===== src/rtl/bsp_pkg.sv =====
// Shared types and codes for the bencode stream parser.
`timescale 1ns / 1ps

package bsp_pkg;

	// Token kinds on the result channel
	typedef enum logic [2:0] {
		KIND_NONE      = 3'd0,
		KIND_LIST_OPEN = 3'd1,
		KIND_DICT_OPEN = 3'd2,
		KIND_CLOSE     = 3'd3,
		KIND_STR_HDR   = 3'd4,
		KIND_STR_BYTE  = 3'd5,
		KIND_INTEGER   = 3'd6
	} kind_t;

	typedef enum logic [3:0] {
		ERR_NONE       = 4'd0,
		ERR_END        = 4'd1,
		ERR_BAD_START  = 4'd2,
		ERR_BAD_LENGTH = 4'd3,
		ERR_SHORT_STR  = 4'd4,
		ERR_KEY        = 4'd5,
		ERR_INT        = 4'd6,
		ERR_INT_OVF    = 4'd7,
		ERR_LEN_OVF    = 4'd8,
		ERR_DEPTH      = 4'd9
	} err_t;

	// Container kind held on the nesting stack
	typedef enum logic [1:0] {
		SK_NONE = 2'd0,
		SK_LIST = 2'd1,
		SK_DKEY = 2'd2,
		SK_DVAL = 2'd3
	} stack_kind_t;

	typedef enum logic [11:0] {
		MODE_VALUE    = 12'h001,
		MODE_LEN      = 12'h002,
		MODE_LEN_OVF  = 12'h004,
		MODE_STR      = 12'h008,
		MODE_INT_LEAD = 12'h010,
		MODE_INT_SIGN = 12'h020,
		MODE_INT_DIG  = 12'h040,
		MODE_INT_TAIL = 12'h080,
		MODE_INT_BAD  = 12'h100,
		MODE_INT_OVF  = 12'h200,
		MODE_DONE     = 12'h400,
		MODE_ERR      = 12'h800
	} mode_t;

	typedef struct packed {
		kind_t              kind;
		logic signed [63:0] value;
		logic [7:0]         content_byte;
		logic [5:0]         depth;
		logic               is_key;
		logic               item_done;
		logic               message_done;
		err_t               error_code;
	} res_t;

	localparam logic [7:0] CH_I     = 8'h69;
	localparam logic [7:0] CH_L     = 8'h6C;
	localparam logic [7:0] CH_D     = 8'h64;
	localparam logic [7:0] CH_E     = 8'h65;
	localparam logic [7:0] CH_COLON = 8'h3A;
	localparam logic [7:0] CH_0     = 8'h30;
	localparam logic [7:0] CH_9     = 8'h39;
	localparam logic [7:0] CH_PLUS  = 8'h2B;
	localparam logic [7:0] CH_MINUS = 8'h2D;
	localparam logic [7:0] CH_SPACE = 8'h20;
	localparam logic [7:0] CH_TAB   = 8'h09;
	localparam logic [7:0] CH_CR    = 8'h0D;

	localparam logic [67:0] INT_POS_LIMIT = 68'h0_7FFF_FFFF_FFFF_FFFF;
	localparam logic [67:0] INT_NEG_LIMIT = 68'h0_8000_0000_0000_0000;

endpackage


===== src/rtl/bsp_ram.sv =====
// Generic single-write, single-read RAM with registered read data.
`timescale 1ns / 1ps

module bsp_ram #(
	parameter int WIDTH = 2,
	parameter int DEPTH = 32,
	localparam int AW = (DEPTH > 1) ? $clog2(DEPTH) : 1
) (
	input  logic             clk,
	input  logic             wr_en,
	input  logic [AW-1:0]    wr_addr,
	input  logic [WIDTH-1:0] wr_data,
	input  logic [AW-1:0]    rd_addr,
	output logic [WIDTH-1:0] rd_data
);

	logic [WIDTH-1:0] mem [DEPTH];

	always_ff @(posedge clk) begin
		if (wr_en) begin
			mem[wr_addr] <= wr_data;
		end
		rd_data <= mem[rd_addr];
	end

endmodule


===== src/rtl/bencode_stream_parser.sv =====
// Bencode stream tokenizer: one byte in, one token event out.
// Each result is registered into the output register, or the skid entry if that is held.
// Throughput: one byte per cycle; input stalls only while the skid entry is full.
// The top of the nesting stack sits in a register; deeper entries live in a RAM whose
// registered read port always prefetches the entry under the top.
// Reset clears parser state and output valids; stack RAM contents are left undefined.
`timescale 1ns / 1ps

module bencode_stream_parser #(
	parameter int MAX_DEPTH   = 32,
	parameter int LENGTH_BITS = 32
) (
	input  logic               clk,
	input  logic               arst_n,
	input  logic               item_valid,
	output logic               item_stall,
	input  logic [7:0]         data_byte,
	input  logic               last_byte,
	output logic               result_valid,
	input  logic               result_stall,
	output logic [2:0]         kind,
	output logic signed [63:0] value,
	output logic [7:0]         content_byte,
	output logic [5:0]         depth,
	output logic               is_key,
	output logic               item_done,
	output logic               message_done,
	output logic [3:0]         error_code
);

	import bsp_pkg::*;

	localparam int DW = $clog2(MAX_DEPTH + 1);
	localparam int AW = (MAX_DEPTH > 1) ? $clog2(MAX_DEPTH) : 1;
	localparam int LB = LENGTH_BITS;
	localparam int SW = $bits(stack_kind_t);

	mode_t            mode_q, mode_d;
	logic [DW-1:0]    depth_q, depth_d, rd_depth;
	stack_kind_t      top_q, top_d, top_kind, below, fwd_kind_q;
	logic             fwd_q;
	logic [63:0]      acc_q, acc_d;
	logic [LB-1:0]    rem_q, rem_d;
	logic             neg_q, neg_d;
	logic             accept, take, push_wr, fin;
	logic             is_dig, is_ws;
	logic [3:0]       digit;
	logic [67:0]      int_sum, int_limit;
	logic             int_over;
	logic [LB+3:0]    len_sum;
	logic             len_over;
	logic [SW-1:0]    ram_rd;
	res_t             res;
	res_t             out_q, skid_q;
	logic             out_valid_q, skid_valid_q;

	assign accept     = item_valid && !item_stall;
	assign take       = result_valid && !result_stall;
	assign item_stall = skid_valid_q;

	assign is_dig = (data_byte >= CH_0) && (data_byte <= CH_9);
	assign is_ws  = (data_byte == CH_SPACE) || ((data_byte >= CH_TAB) && (data_byte <= CH_CR));
	assign digit  = data_byte[3:0];

	// acc*10 + d, checked against the signed 64-bit limit for the sign seen
	assign int_sum   = ({4'b0, acc_q} << 3) + ({4'b0, acc_q} << 1) + 68'(digit);
	assign int_limit = neg_q ? INT_NEG_LIMIT : INT_POS_LIMIT;
	assign int_over  = int_sum > int_limit;

	assign len_sum  = ({4'b0, rem_q} << 3) + ({4'b0, rem_q} << 1) + (LB+4)'(digit);
	assign len_over = |len_sum[LB+3:LB];

	assign top_kind = (depth_q == '0) ? SK_NONE : top_q;
	// a push last cycle wrote the very entry the RAM was reading
	assign below    = fwd_q ? fwd_kind_q : stack_kind_t'(ram_rd);

	always_comb begin
		mode_d   = mode_q;
		depth_d  = depth_q;
		top_d    = top_q;
		acc_d    = acc_q;
		rem_d    = rem_q;
		neg_d    = neg_q;
		push_wr  = 1'b0;
		fin      = 1'b0;
		res      = '0;

		unique case (mode_q)
			MODE_VALUE: begin
				if (data_byte == CH_E && (top_kind == SK_LIST || top_kind == SK_DKEY)) begin
					depth_d  = depth_q - DW'(1);
					top_d    = below;
					res.kind = KIND_CLOSE;
					fin      = 1'b1;
				end else if (top_kind == SK_DKEY && !is_dig) begin
					res.error_code = ERR_KEY;
				end else if (is_dig) begin
					rem_d  = LB'(digit);
					mode_d = MODE_LEN;
				end else if (data_byte == CH_I) begin
					acc_d  = '0;
					neg_d  = 1'b0;
					mode_d = MODE_INT_LEAD;
				end else if (data_byte == CH_L || data_byte == CH_D) begin
					if (depth_q >= DW'(MAX_DEPTH)) begin
						res.error_code = ERR_DEPTH;
					end else begin
						push_wr  = (depth_q != '0);
						top_d    = (data_byte == CH_L) ? SK_LIST : SK_DKEY;
						depth_d  = depth_q + DW'(1);
						res.kind = (data_byte == CH_L) ? KIND_LIST_OPEN : KIND_DICT_OPEN;
					end
				end else begin
					res.error_code = ERR_BAD_START;
				end
			end
			MODE_LEN, MODE_LEN_OVF: begin
				if (data_byte == CH_COLON) begin
					if (mode_q == MODE_LEN_OVF) begin
						res.error_code = ERR_LEN_OVF;
					end else begin
						res.kind   = KIND_STR_HDR;
						res.value  = 64'(rem_q);
						res.is_key = (top_kind == SK_DKEY);
						if (rem_q == '0) begin
							fin = 1'b1;
						end else begin
							mode_d = MODE_STR;
						end
					end
				end else if (is_dig) begin
					if (mode_q == MODE_LEN) begin
						if (len_over) begin
							mode_d = MODE_LEN_OVF;
						end else begin
							rem_d = len_sum[LB-1:0];
						end
					end
				end else begin
					res.error_code = ERR_BAD_LENGTH;
				end
			end
			MODE_STR: begin
				res.kind         = KIND_STR_BYTE;
				res.content_byte = data_byte;
				res.is_key       = (top_kind == SK_DKEY);
				rem_d            = rem_q - LB'(1);
				fin              = (rem_d == '0);
			end
			MODE_INT_LEAD, MODE_INT_SIGN, MODE_INT_DIG, MODE_INT_TAIL, MODE_INT_BAD,
			MODE_INT_OVF: begin
				if (data_byte == CH_E) begin
					if (mode_q == MODE_INT_OVF) begin
						res.error_code = ERR_INT_OVF;
					end else if (mode_q == MODE_INT_DIG || mode_q == MODE_INT_TAIL) begin
						res.kind  = KIND_INTEGER;
						res.value = neg_q ? (64'sd0 - $signed(acc_q)) : $signed(acc_q);
						fin       = 1'b1;
					end else begin
						res.error_code = ERR_INT;
					end
				end else if (mode_q == MODE_INT_LEAD || mode_q == MODE_INT_SIGN
						|| mode_q == MODE_INT_DIG) begin
					if (is_dig) begin
						if (int_over) begin
							mode_d = MODE_INT_OVF;
						end else begin
							acc_d  = int_sum[63:0];
							mode_d = MODE_INT_DIG;
						end
					end else if (mode_q == MODE_INT_LEAD && is_ws) begin
						mode_d = mode_q;
					end else if (mode_q == MODE_INT_LEAD
							&& (data_byte == CH_PLUS || data_byte == CH_MINUS)) begin
						neg_d  = (data_byte == CH_MINUS);
						mode_d = MODE_INT_SIGN;
					end else if (mode_q == MODE_INT_DIG) begin
						mode_d = MODE_INT_TAIL;
					end else begin
						mode_d = MODE_INT_BAD;
					end
				end
			end
			MODE_DONE, MODE_ERR: begin
				mode_d = mode_q;
			end
			default: begin
				mode_d = mode_q;
			end
		endcase

		// item finished: close out the message or flip the dict key/value slot
		if (fin) begin
			res.item_done = 1'b1;
			if (depth_d == '0) begin
				res.message_done = 1'b1;
				mode_d           = MODE_DONE;
			end else begin
				mode_d = MODE_VALUE;
				if (top_d == SK_DKEY) begin
					top_d = SK_DVAL;
				end else if (top_d == SK_DVAL) begin
					top_d = SK_DKEY;
				end
			end
		end

		if (res.error_code != ERR_NONE) begin
			mode_d = MODE_ERR;
		end else if (last_byte && mode_d != MODE_DONE && mode_d != MODE_ERR) begin
			res.error_code = (mode_d == MODE_STR) ? ERR_SHORT_STR : ERR_END;
		end

		res.depth = 6'(depth_d);
	end

	// RAM reads the entry under the top for the depth seen next cycle
	assign rd_depth = accept ? (last_byte ? '0 : depth_d) : depth_q;

	bsp_ram #(
		.WIDTH(SW),
		.DEPTH(MAX_DEPTH)
	) u_stack (
		.clk     (clk),
		.wr_en   (accept && push_wr),
		.wr_addr (AW'(depth_q - DW'(1))),
		.wr_data (top_q),
		.rd_addr (AW'(rd_depth - DW'(2))),
		.rd_data (ram_rd)
	);

	always_ff @(posedge clk or negedge arst_n) begin
		if (!arst_n) begin
			mode_q     <= MODE_VALUE;
			depth_q    <= '0;
			top_q      <= SK_NONE;
			acc_q      <= '0;
			rem_q      <= '0;
			neg_q      <= 1'b0;
			fwd_q      <= 1'b0;
			fwd_kind_q <= SK_NONE;
		end else begin
			fwd_q      <= accept && push_wr;
			fwd_kind_q <= top_q;
			if (accept) begin
				if (last_byte) begin
					mode_q  <= MODE_VALUE;
					depth_q <= '0;
					top_q   <= SK_NONE;
					acc_q   <= '0;
					rem_q   <= '0;
					neg_q   <= 1'b0;
				end else begin
					mode_q  <= mode_d;
					depth_q <= depth_d;
					top_q   <= top_d;
					acc_q   <= acc_d;
					rem_q   <= rem_d;
					neg_q   <= neg_d;
				end
			end
		end
	end

	// output register with one skid entry behind it
	always_ff @(posedge clk or negedge arst_n) begin
		if (!arst_n) begin
			out_valid_q  <= 1'b0;
			skid_valid_q <= 1'b0;
		end else if (!out_valid_q || take) begin
			if (skid_valid_q) begin
				out_valid_q  <= 1'b1;
				skid_valid_q <= 1'b0;
			end else begin
				out_valid_q <= accept;
			end
		end else if (accept) begin
			skid_valid_q <= 1'b1;
		end
	end

	always_ff @(posedge clk) begin
		if (!out_valid_q || take) begin
			out_q <= skid_valid_q ? skid_q : res;
		end else if (accept) begin
			skid_q <= res;
		end
	end

	assign result_valid = out_valid_q;
	assign kind         = out_q.kind;
	assign value        = out_q.value;
	assign content_byte = out_q.content_byte;
	assign depth        = out_q.depth;
	assign is_key       = out_q.is_key;
	assign item_done    = out_q.item_done;
	assign message_done = out_q.message_done;
	assign error_code   = out_q.error_code;

	assert property (@(posedge clk) disable iff (!arst_n)
		skid_valid_q |-> out_valid_q)
		else $error("skid entry full while output register empty");

	assert property (@(posedge clk) disable iff (!arst_n)
		depth_q <= DW'(MAX_DEPTH))
		else $error("nesting depth beyond limit");

	assert property (@(posedge clk) disable iff (!arst_n)
		accept && last_byte |=> depth_q == '0 && mode_q == MODE_VALUE)
		else $error("parser state not cleared after end mark");

	assert property (@(posedge clk) disable iff (!arst_n)
		result_valid && message_done |-> item_done)
		else $error("message done without item done");

	assert property (@(posedge clk) disable iff (!arst_n)
		result_valid && error_code != ERR_NONE && error_code != ERR_END
			&& error_code != ERR_SHORT_STR |-> kind == KIND_NONE)
		else $error("token emitted together with a parse error");

endmodule

===== config.mk =====
export PLATFORM = sky130hd
export DESIGN_NAME = bencode_stream_parser
export DESIGN_NICKNAME = d
export VERILOG_FILES = /design/src/rtl/bsp_pkg.sv /design/src/rtl/bsp_ram.sv /design/src/rtl/bencode_stream_parser.sv
export SDC_FILE = /design/constraint.sdc
export NUM_CORES = 1
export LEC_CHECK = 0
export BUFFER_PORTS_ARGS = -buffer_cell sky130_fd_sc_hd__buf_2
export CORE_MARGIN = 5
export CORE_UTILIZATION = 30
export DETAILED_ROUTE_END_ITERATION = 12
export PLACE_DENSITY = 0.42
export SYNTH_ARGS = -nofsm -noshare
export SYNTH_HDL_FRONTEND = slang
export SYNTH_HIERARCHICAL = 1
export SYNTH_SLANG_ARGS = --single-unit

===== constraint.sdc =====
create_clock -name clk -period 12.1 [get_ports clk]
set_input_delay 0.605 -clock clk [delete_from_list [all_inputs] [get_ports clk]]
set_output_delay 0.605 -clock clk [all_outputs]
set_load 0.01 [all_outputs]

==> flow_summary.toml, run 1 <==
[clock_tree]
clock_latency_ps = 600
ctsHoldBuffers = 0
htree_levels = 2
cts_tree = "done"
cts_inserted_buffers = 45
cts_root_buf = "clkbuf_16"
cts_max_path_buffers = 3
clk_pin_slew_ps = 60
post_cts_resized = 0
postCtsSetupRepairBufs = 0
cts.sinks = 364

[place]
gp_congestion = 0.879
hpwlAfterDp_um = 66300
place_ws_ps = 3580
dpl.cell_count = 3982
io_buffers = 102

[setup_path]
critPathCaptureType = "flip-flop"
worstSetupPathType = "reg -> reg"
worstPathMaxFanout = 110
crit_chain = "fa_1, inv_1, fa_1, nand2b_1, a21oi_1, o211ai_1, nand4_1, nand2_1, o41ai_1, a21oi_1, o21bai_1, xor2_1, ha_1, nand4_1, nor2_1, nand3_1, nor3_1, nand4_1, mux2i_1, a21oi_1, or4_1, o32ai_4, buf_4, mux2_2"
cp_slowest_cell = "o41ai_1"
critPathBufInv = 2
path_delay_family = "compound AO/OA/AOI/OAI gates"
cpPeakStageDelay_ps = 1050
cp.required_ps = 12580
start_kind = "flip-flop"
critPathArrivalTime_ps = 8630

[floorplan]
num_io_pins = 103
die_height_um = 308
die_x_um = 308
die_area_um2 = 94800
core_um2 = 88200
num_rows = 109
start_util_pct = 30.2

[power]
ir_worst_vdd_mv = 0.0960
power.density_nw_per_um2 = 110
cellLeakagePower_nw = 12.6

[synthesis]
yosysWarnings = 6
syn_inst = 2828
synth_seq_area_share_pct = 38.7
yosysMostFrequentCell = "ha_1"
synth_top_area_share_pct = 27.1
yosys-top-cells-area = "edfxtp_1, ha_1, dfrtp_1"
ys_ff_latch = 364
mappedNetlistArea_um2 = 26600
yosysTopAreaCell = "edfxtp_1"
syn_nets = 3110
avgSynthCellArea_um2 = 9.42
yosys-top-cells-count = "ha_1, nand2_1, o21ai_0"
async_flop_share_pct = 33.5
synthFlopType = "edfxtp_1"
synth-edff-count = 240
ys_types = 100

[sta]
rsz0062_at_grt = "no"
setup_ws_ps = 3950
min_period_ps = 8150
relSlewSlack_pct = 21.5
clock.fmax_ghz = 0.123
setup_viol = 0
tns_ps = 0
finalHoldViolCount = 0
fin_crit_sh_pct = 67.3
worstMarginPinSlew_ps = 1160
finalMaxSlewViolations = 0
finClkSkew_ps = 41.7

[global_routing]
grt_pass1_wl_um = 136000
grt_usage_pct = 18.2
grt_start_max_net_pins = 111
overflow = 0
grt_pass1_vias = 22200
antenna_found_initial = 3

[detailed_routing]
num_vias = 22400
drc = 0
viasPerCell = 5.49
drtIter0Drc = 1625
dr.pass1.iters = 5
totalWireLength_um = 89500
routedWlPerCell_um = 22.0
ant_nets = 0

[worst_hold_path]
hp-class = "in -> async"

[job]
maxCapViolCount = 0

[layout]
fin_cells = 4069
final_layout_size_suffix_gt1_share_pct = 11.2
area_growth_pct = 12.0
nets = 3146

[outcome]
outcome = "finished, final reports clean"
## final cells by class
type                       count  area, um2
tap                         1165       1460
fill                        9049      58400
timing repair buffer         127        704
inverter                     110        413
clock buffer                  56       1180
clock inverter                28        342
sequential                   364      10300
multi-input combinational   2216      15400
antenna                        3       7.51
## metal layers
metal / global-route usage (%) / vias to the layer above / share of wire (%)
met3: 2.73 / 109 / 5.0
met1: 25.8 / 11000 / 48
met5: 0 / - / 0
li1: - / 10700 / -
met4: 4.43 / 0 / 2.3
met2: 29.3 / 545 / 45
## worst paths after layout
check	startpoint	end	slack, ps	depth (start not counted)
setup / recovery	acc_q[2]$_DFFE_PN0P_	acc_q[3]$_DFFE_PN0P_	3950	24
hold / removal	arst_n	rem_q[17]$_DFFE_PN0P_	130	1
setup reg to reg	acc_q[2]$_DFFE_PN0P_	acc_q[3]$_DFFE_PN0P_	3950	24
hold reg to reg	skid_q[73]$_DFFE_PP_	value[52]$_DFFE_PN_	520	2
max in group asynchronous	arst_n	item_stall$_DFFE_PN0P_	10700	2
min in group clk	item_valid	result_valid$_DFFE_PN0N_	270	3
## worst register-to-register path: cells and delay by family, from the launching register on
kind	cells	cell delay (ps)
AO/OA/AOI/OAI	7	2610
AND/OR/NAND/NOR	9	1850
adder cells (fa/ha/maj)	3	1290
buffers and inverters	2	990
multiplexers	2	660
flip-flops	1	490
XOR/XNOR	1	120
## flip-flops by register name, indices dropped and copies added, names as in the netlist, 3 cells and up
| register | flops |
|---|---|
| mode_q | 12 |
| value | 64 |
| acc_q | 64 |
| content_byte | 8 |
| kind | 3 |
| depth | 6 |
| u_stack/mem | 64 |
| depth_q | 6 |
| error_code | 4 |
| rem_q | 32 |
| skid_q | 88 |
## where the power goes
| part | total, mW | internal (mW) | switching [mW] |
|---|---|---|---|
| Sequential | 1.42 | 1.38 | 0.0354 |
| Combinational | 0.461 | 0.149 | 0.312 |
| Clock | 1.40 | 0.811 | 0.593 |
| Total | 3.28 | 2.34 | 0.941 |
## metrics by stage
step                      cell area (um2)  hold slack [ps]  power, mW  utilization [%]
after detailed placement            28300              511       1.90             32.1
after global placement              28300              512       1.90             32.1
after CTS                           29800              146       3.34             33.8
after global routing                29800              194       3.43             33.8
after floorplan                     26600              309       1.73                -
final                               29800              126       3.28             33.8
## cell families after synthesis
kind of cell	synth area share, %
and+or+nand+nor	17.1
AOI/OAI and AO/OA	18.6
DFF	38.7
adders and majority gates	12.7
buffers and inverters	3.66
xor gates and xnor gates	5.62
muxes	3.58
## cell usage in the layout, fill, tap and decap left out, drive strengths merged, types with 19 or more instances in the layout
master	n
a21o	36
xor2	50
a22oi	19
o31ai	64
nor2b	27
buf	127
nand3	120
nand4	50
nand2	259
nor3	53
nor2	208
mux2i	38
mux2	51
a21oi	181
dfrtp	121
o21a	21
nor4	31
o21ai	248
xnor2	121
clkbuf	56
ha	265
edfxtp	240
or4	21
inv	115
or3	25
(Power assumes the default switching activity.)
==> run 2, diff against run 1 <==
--- a/config.mk
+++ b/config.mk
@@ -5,11 +5,12 @@
 export SDC_FILE = /design/constraint.sdc
 export NUM_CORES = 1
 export LEC_CHECK = 0
+export ABC_AREA = 1
 export BUFFER_PORTS_ARGS = -buffer_cell sky130_fd_sc_hd__buf_2
 export CORE_MARGIN = 5
 export CORE_UTILIZATION = 30
 export DETAILED_ROUTE_END_ITERATION = 12
-export PLACE_DENSITY = 0.42
+export PLACE_DENSITY = 0.43
 export SYNTH_ARGS = -nofsm -noshare
 export SYNTH_HDL_FRONTEND = slang
 export SYNTH_HIERARCHICAL = 1
==> constraint.sdc (replaced) <==
create_clock -name clk -period 6.6 [get_ports clk]
set_input_delay 0.33 -clock clk [delete_from_list [all_inputs] [get_ports clk]]
set_output_delay 0.33 -clock clk [all_outputs]
set_load 0.01 [all_outputs]
==> run 2 against run 1 <==
Against the previous run: sequential share of layout area fell by 1.8 points; largest power group unchanged; critical endpoint is now acc_q[4]$_DFFE_PN0P_; sequential power up 88%; global-route usage rose by 0.56 points; clock skew fell by 15 ps; setup slack got worse by 3400 ps; synthesized area increased by 5.2%; largest cell class unchanged.
==> flow_summary.toml, run 2 <==
[outcome]
outcome = "finished, final reports clean"

[synthesis]
yosysTopAreaCell = "edfxtp_1"
async_flop_share_pct = 33.5
yosysWarnings = 6
synth-edff-count = 240
yosys-top-cells-count = "nand2_1, nor2_1, inv_1"
synthFlopType = "edfxtp_1"
yosysMostFrequentCell = "nand2_1"
syn_inst = 3591
ys_types = 75
avgSynthCellArea_um2 = 7.80
syn_nets = 3873
synth_top_area_share_pct = 25.7
yosys-top-cells-area = "edfxtp_1, ha_1, dfrtp_1"
ys_ff_latch = 364
synth_seq_area_share_pct = 36.8
mappedNetlistArea_um2 = 28000

[setup_path]
r2r-end = "acc_q[4]$_DFFE_PN0P_"
r2r-start = "acc_q[0]$_DFFE_PN0P_"
cp_slowest_cell = "fa_1"
critPathArrivalTime_ps = 6520
cpPeakStageDelay_ps = 560
worstPathMaxFanout = 38
start_kind = "flip-flop"
reg2reg_setup_slack_ps = 570
cpMostUsedCell = "nand2_1"
reg2reg_depth = 32
cp.required_ps = 7090
worstSetupPathType = "reg -> reg"
critPathCaptureType = "flip-flop"

[floorplan]
start_util_pct = 30.1
num_rows = 112
num_io_pins = 103
die_area_um2 = 99600
die_x_um = 316
die_height_um = 316
core_um2 = 93000

[clock_tree]
clk_pin_slew_ps = 60
cts_tree = "done"
cts_max_path_buffers = 3
cts_root_buf = "clkbuf_16"
cts.sinks = 364
cts_inserted_buffers = 46
htree_levels = 2
clock_latency_ps = 600

[detailed_routing]
ant_nets = 0
num_vias = 24500
dr.pass1.iters = 6
routedWlPerCell_um = 19.2
viasPerCell = 4.92
drc = 0
totalWireLength_um = 95600
drtIter0Drc = 1679

[job]
maxCapViolCount = 0

[power]
ir_worst_vdd_mv = 0.169
p_total_mw = 7.49
cellLeakagePower_nw = 15.7
power.density_nw_per_um2 = 238

[layout]
largest_reg_flops = 88
final_common_cell = "nand2_1"
final_layout_size_suffix_gt1_share_pct = 10.1
largest-register = "skid_q"
area_growth_pct = 12.4
nets = 3976
layout_common_cells = "nand2_1, nor2_1, inv_1"

[worst_hold_path]
holdCritStartpoint = "data_byte[6]"
hp-class = "in -> reg"
whs_endpoint = "skid_q[19]$_DFFE_PP_"
hold_depth = 3

[sta]
rsz0062_at_grt = "no"
min_period_ps = 6030
tns_ps = 0
relSlewSlack_pct = 30.7
setup_viol = 0
hold_ws_ps = 110
finalMaxSlewViolations = 0
finalHoldViolCount = 0
finClkSkew_ps = 26.5
clock.fmax_ghz = 0.166
fin_crit_sh_pct = 91.3
worstMarginPinSlew_ps = 1040

[global_routing]
met1_usage_pct = 27.3
grt_start_max_net_pins = 69
grt_pass1_wl_um = 146000
gr-usage-met2_pct = 30.1
grt.busiest_layer = "met2"
overflow = 0
grt_usage_pct = 18.8
antenna_found_initial = 4
grt_pass1_vias = 24400
use_met3_pct = 2.11

[place]
hpwlAfterDp_um = 74400
io_buffers = 102
gp_congestion = 0.881
run 2: cells by family (layout without fill, tap and decap cells):
logic type | after synthesis | count (layout) | share of synthesized area, %
compound gates | 623 | 623 | 12.8
xor+xnor | 109 | 109 | 3.41
buf+inv | 506 | 645 | 7.36
fa+ha+maj | 269 | 269 | 12.1
flops | 364 | 364 | 36.8
simple gates | 1684 | 1684 | 26.2
mux | 36 | 36 | 1.32
other cells | 0 | 4 | 0
run 2: through the flow:
stage | instances | area [um2] | util, % | setup slack, ps
final | 4988 | 31500 | 33.8 | 575
after global routing | 4984 | 31500 | 33.8 | 5.58
after CTS | 4981 | 31500 | 33.8 | 403
after detailed placement | 4895 | 29900 | 32.1 | 313
after global placement | 4895 | 29900 | 32.1 | 398
after floorplan | 3591 | 28000 | - | 737
run 2: cell type report:
type | count | area (um2)
timing repair buffer | 130 | 757
multi-input combinational | 2721 | 15700
tap | 1254 | 1570
fill | 10100 | 61600
sequential | 364 | 10300
clock inverter | 20 | 265
antenna | 4 | 10.0
clock buffer | 64 | 1260
inverter | 431 | 1630
run 2: what timing repair did:
action	CTS	global route
endpoints found under the hold margin	55	0
hold buffers	2	0
endpoints found under the setup margin	0	55
resized for setup	0	2
setup buffers	0	3
run 2: metal layers:
metal / share of wire, % / vias to the layer above
met4: 2.2 / 2
met5: 0.0094 / -
li1: - / 12400
met2: 45 / 488
met1: 49 / 11600
met3: 4.1 / 114
run 2: worst max-delay path, delay by kind of cell (launching register included):
family / cells / cell delay [ps]
DFF: 1 / 430
and+or+nand+nor: 19 / 2630
AOI/OAI and AO/OA: 5 / 930
buffers and inverters: 4 / 440
xor gates and xnor gates: 1 / 230
adders and majority gates: 3 / 1280
run 2: worst max-delay path by stage:
stage	startpoint	endpoint	slack, ps	depth (start not counted)
global route	acc_q[0]$_DFFE_PN0P_	acc_q[4]$_DFFE_PN0P_	6	32
global placement	data_byte[3]	acc_q[59]$_DFFE_PN0P_	400	33
detailed placement	data_byte[3]	acc_q[4]$_DFFE_PN0P_	310	33
CTS	acc_q[0]$_DFFE_PN0P_	acc_q[4]$_DFFE_PN0P_	400	32
finish	acc_q[0]$_DFFE_PN0P_	acc_q[4]$_DFFE_PN0P_	570	32
floorplan	result_valid$_DFFE_PN0N_	skid_q[0]$_DFFE_PP_	740	2
run 2: where the power goes:
part	internal, mW	total, mW	switching (mW)
Clock	1.54	2.59	1.06
Combinational	0.644	2.23	1.59
Sequential	2.59	2.67	0.0823
Total	4.77	7.49	2.73
==> run 3, diff against run 2 <==
--- a/config.mk
+++ b/config.mk
@@ -8,9 +8,9 @@
 export ABC_AREA = 1
 export BUFFER_PORTS_ARGS = -buffer_cell sky130_fd_sc_hd__buf_2
 export CORE_MARGIN = 5
-export CORE_UTILIZATION = 30
+export CORE_UTILIZATION = 26
 export DETAILED_ROUTE_END_ITERATION = 12
-export PLACE_DENSITY = 0.43
+export PLACE_DENSITY = 0.37
 export SYNTH_ARGS = -nofsm -noshare
 export SYNTH_HDL_FRONTEND = slang
 export SYNTH_HIERARCHICAL = 1
==> constraint.sdc (replaced) <==
create_clock -name clk -period 7.45 [get_ports clk]
set_input_delay 0.3725 -clock clk [delete_from_list [all_inputs] [get_ports clk]]
set_output_delay 0.3725 -clock clk [all_outputs]
set_load 0.01 [all_outputs]
==> run 3 against run 2 <==
Against the previous run: combinational power is 11% lower; routed wire length up 8.3%; register-to-register slack better by 600 ps; die area is 15% higher; critical path depth unchanged; global-route usage is 1.3 points lower; sequential power decreased by 11%; setup slack gained 600 ps; largest cell class unchanged; largest power group is now clock; highest routed layer unchanged.
==> flow_summary.toml, run 3 (same netlist as run 2, synthesis figures left out) <==
[floorplan]
die_area_um2 = 114000
core_um2 = 107000
num_io_pins = 103
start_util_pct = 26.2
die_height_um = 338
die_x_um = 338
num_rows = 120

[global_routing]
grt_pass1_wl_um = 156000
grt_usage_pct = 17.5
grt_pass1_vias = 24600
grt_start_max_net_pins = 80
overflow = 0
antenna_found_initial = 5

[detailed_routing]
drc = 0
drtIter0Drc = 1299
routedWlPerCell_um = 20.2
ant_nets = 0
dr.pass1.iters = 5
viasPerCell = 4.78
num_vias = 24600
totalWireLength_um = 103000

[setup_path]
cp.required_ps = 8010
worstPathMaxFanout = 28
path_delay_family = "simple AND/OR/NAND/NOR gates"
cpMostUsedCell = "nand2_1"
critPathArrivalTime_ps = 6840
cpPeakStageDelay_ps = 570
worstSetupPathType = "reg -> reg"
reg2reg_depth = 32
critPathBufInv = 4
critPathCaptureType = "flip-flop"
path_depth = 32
cp_slowest_cell = "fa_1"
start_kind = "flip-flop"

[worst_hold_path]
hold_depth = 3
hp-class = "in -> reg"

[layout]
nFillCells = 11700
largest_reg_flops = 88
multi_input_area_um2 = 15700
final-seq-area_um2 = 10300
final_layout_size_suffix_gt1_share_pct = 10.1
nets = 3974
largest-register = "skid_q"
area_growth_pct = 13.3
final_common_cell = "nand2_1"
layout_common_cells = "nand2_1, nor2_1, inv_1"

[outcome]
outcome = "finished, final reports clean"

[sta]
finalHoldViolCount = 0
hold_ws_ps = 101
fin_crit_sh_pct = 84.2
relSlewSlack_pct = 25.9
rsz0062_at_grt = "no"
finalMaxSlewViolations = 0
tns_ps = 0
clock.fmax_ghz = 0.159
finClkSkew_ps = 28.2
min_period_ps = 6270
worstMarginPinSlew_ps = 1110
setup_viol = 0

[clock_tree]
cts_root_buf = "clkbuf_16"
cts_max_path_buffers = 3
clock_latency_ps = 650
htree_levels = 2
post_cts_resized = 0
cts_tree = "done"
cts_inserted_buffers = 48
clk_pin_slew_ps = 60
postCtsSetupRepairBufs = 0
cts.sinks = 364

[place]
io_buffers = 102
gp_congestion = 0.866
hpwlAfterDp_um = 80700

[power]
ir_worst_vdd_mv = 0.171
power.density_nw_per_um2 = 216
cellLeakagePower_nw = 15.7

[job]
maxCapViolCount = 0
## run 3: worst reg2reg max path, delay by kind of cell, from the launching register on
kind / cells / cell delay (ps)
and+or+nand+nor: 19 / 2660
adders and majority gates: 3 / 1300
AOI/OAI and AO/OA: 5 / 1060
buffers and inverters: 4 / 540
DFF: 1 / 450
xor gates and xnor gates: 1 / 210
## run 3: metal layers
metal  wire (um)  share of wire, %  track usage [%]  up-vias
li1            -                 -                -    12300
met1       52000                50             25.1    11700
met2       46700                45             28.6      407
met3        3160               3.1             2.05       95
met4        1630               1.6             3.09        2
met5          10            0.0097                0        -
## run 3: per-stage QoR
stage / worst slack (ps) / instance area (um2) / total power [mW] / util, % / instances
after floorplan: 588 / 28000 / 3.79 / - / 3591
after global placement: 1080 / 30100 / 4.42 / 28.1 / 5043
after detailed placement: 963 / 30100 / 4.40 / 28.1 / 5043
after CTS: 1080 / 31700 / 6.95 / 29.7 / 5134
after global routing: 493 / 31700 / 7.23 / 29.7 / 5134
final: 1180 / 31700 / 6.85 / 29.7 / 5135
## run 3: worst paths after layout
path                                 startpoint                   endpoint  slack [ps]
min in group asynchronous                arst_n       acc_q[9]$_DFFE_PN0P_         390
max                        acc_q[0]$_DFFE_PN0P_      acc_q[22]$_DFFE_PN0P_        1180
min reg2reg                skid_q[20]$_DFFE_PP_  content_byte[7]$_DFFE_PN_         520
max in group asynchronous                arst_n          neg_q$_DFFE_PN0P_        5720
min                                data_byte[6]       skid_q[19]$_DFFE_PP_         100
max reg2reg                acc_q[0]$_DFFE_PN0P_      acc_q[22]$_DFFE_PN0P_        1180
## run 3: area by class of cell
class	instances	share of cell area, %
multi-input cells	2721	49.4
flip-flops and latches	364	32.5
well taps	1403	5.53
inverters	431	5.12
clock buffers	61	3.94
repair buffers	126	2.21
clock inverters	28	1.30
diodes	1	0.00788
## run 3: where the power goes
part,internal [mW],switching [mW]
sequential,2.29,0.0792
combinational,0.555,1.43
clock,1.45,1.04
## run 3: what timing repair did
| item | 4_1_cts | 5_1_grt |
|---|---|---|
| endpoints found under the setup margin | 0 | 0 |
| hold buffers | 2 | 0 |
| hold endpoints to repair | 80 | 0 |
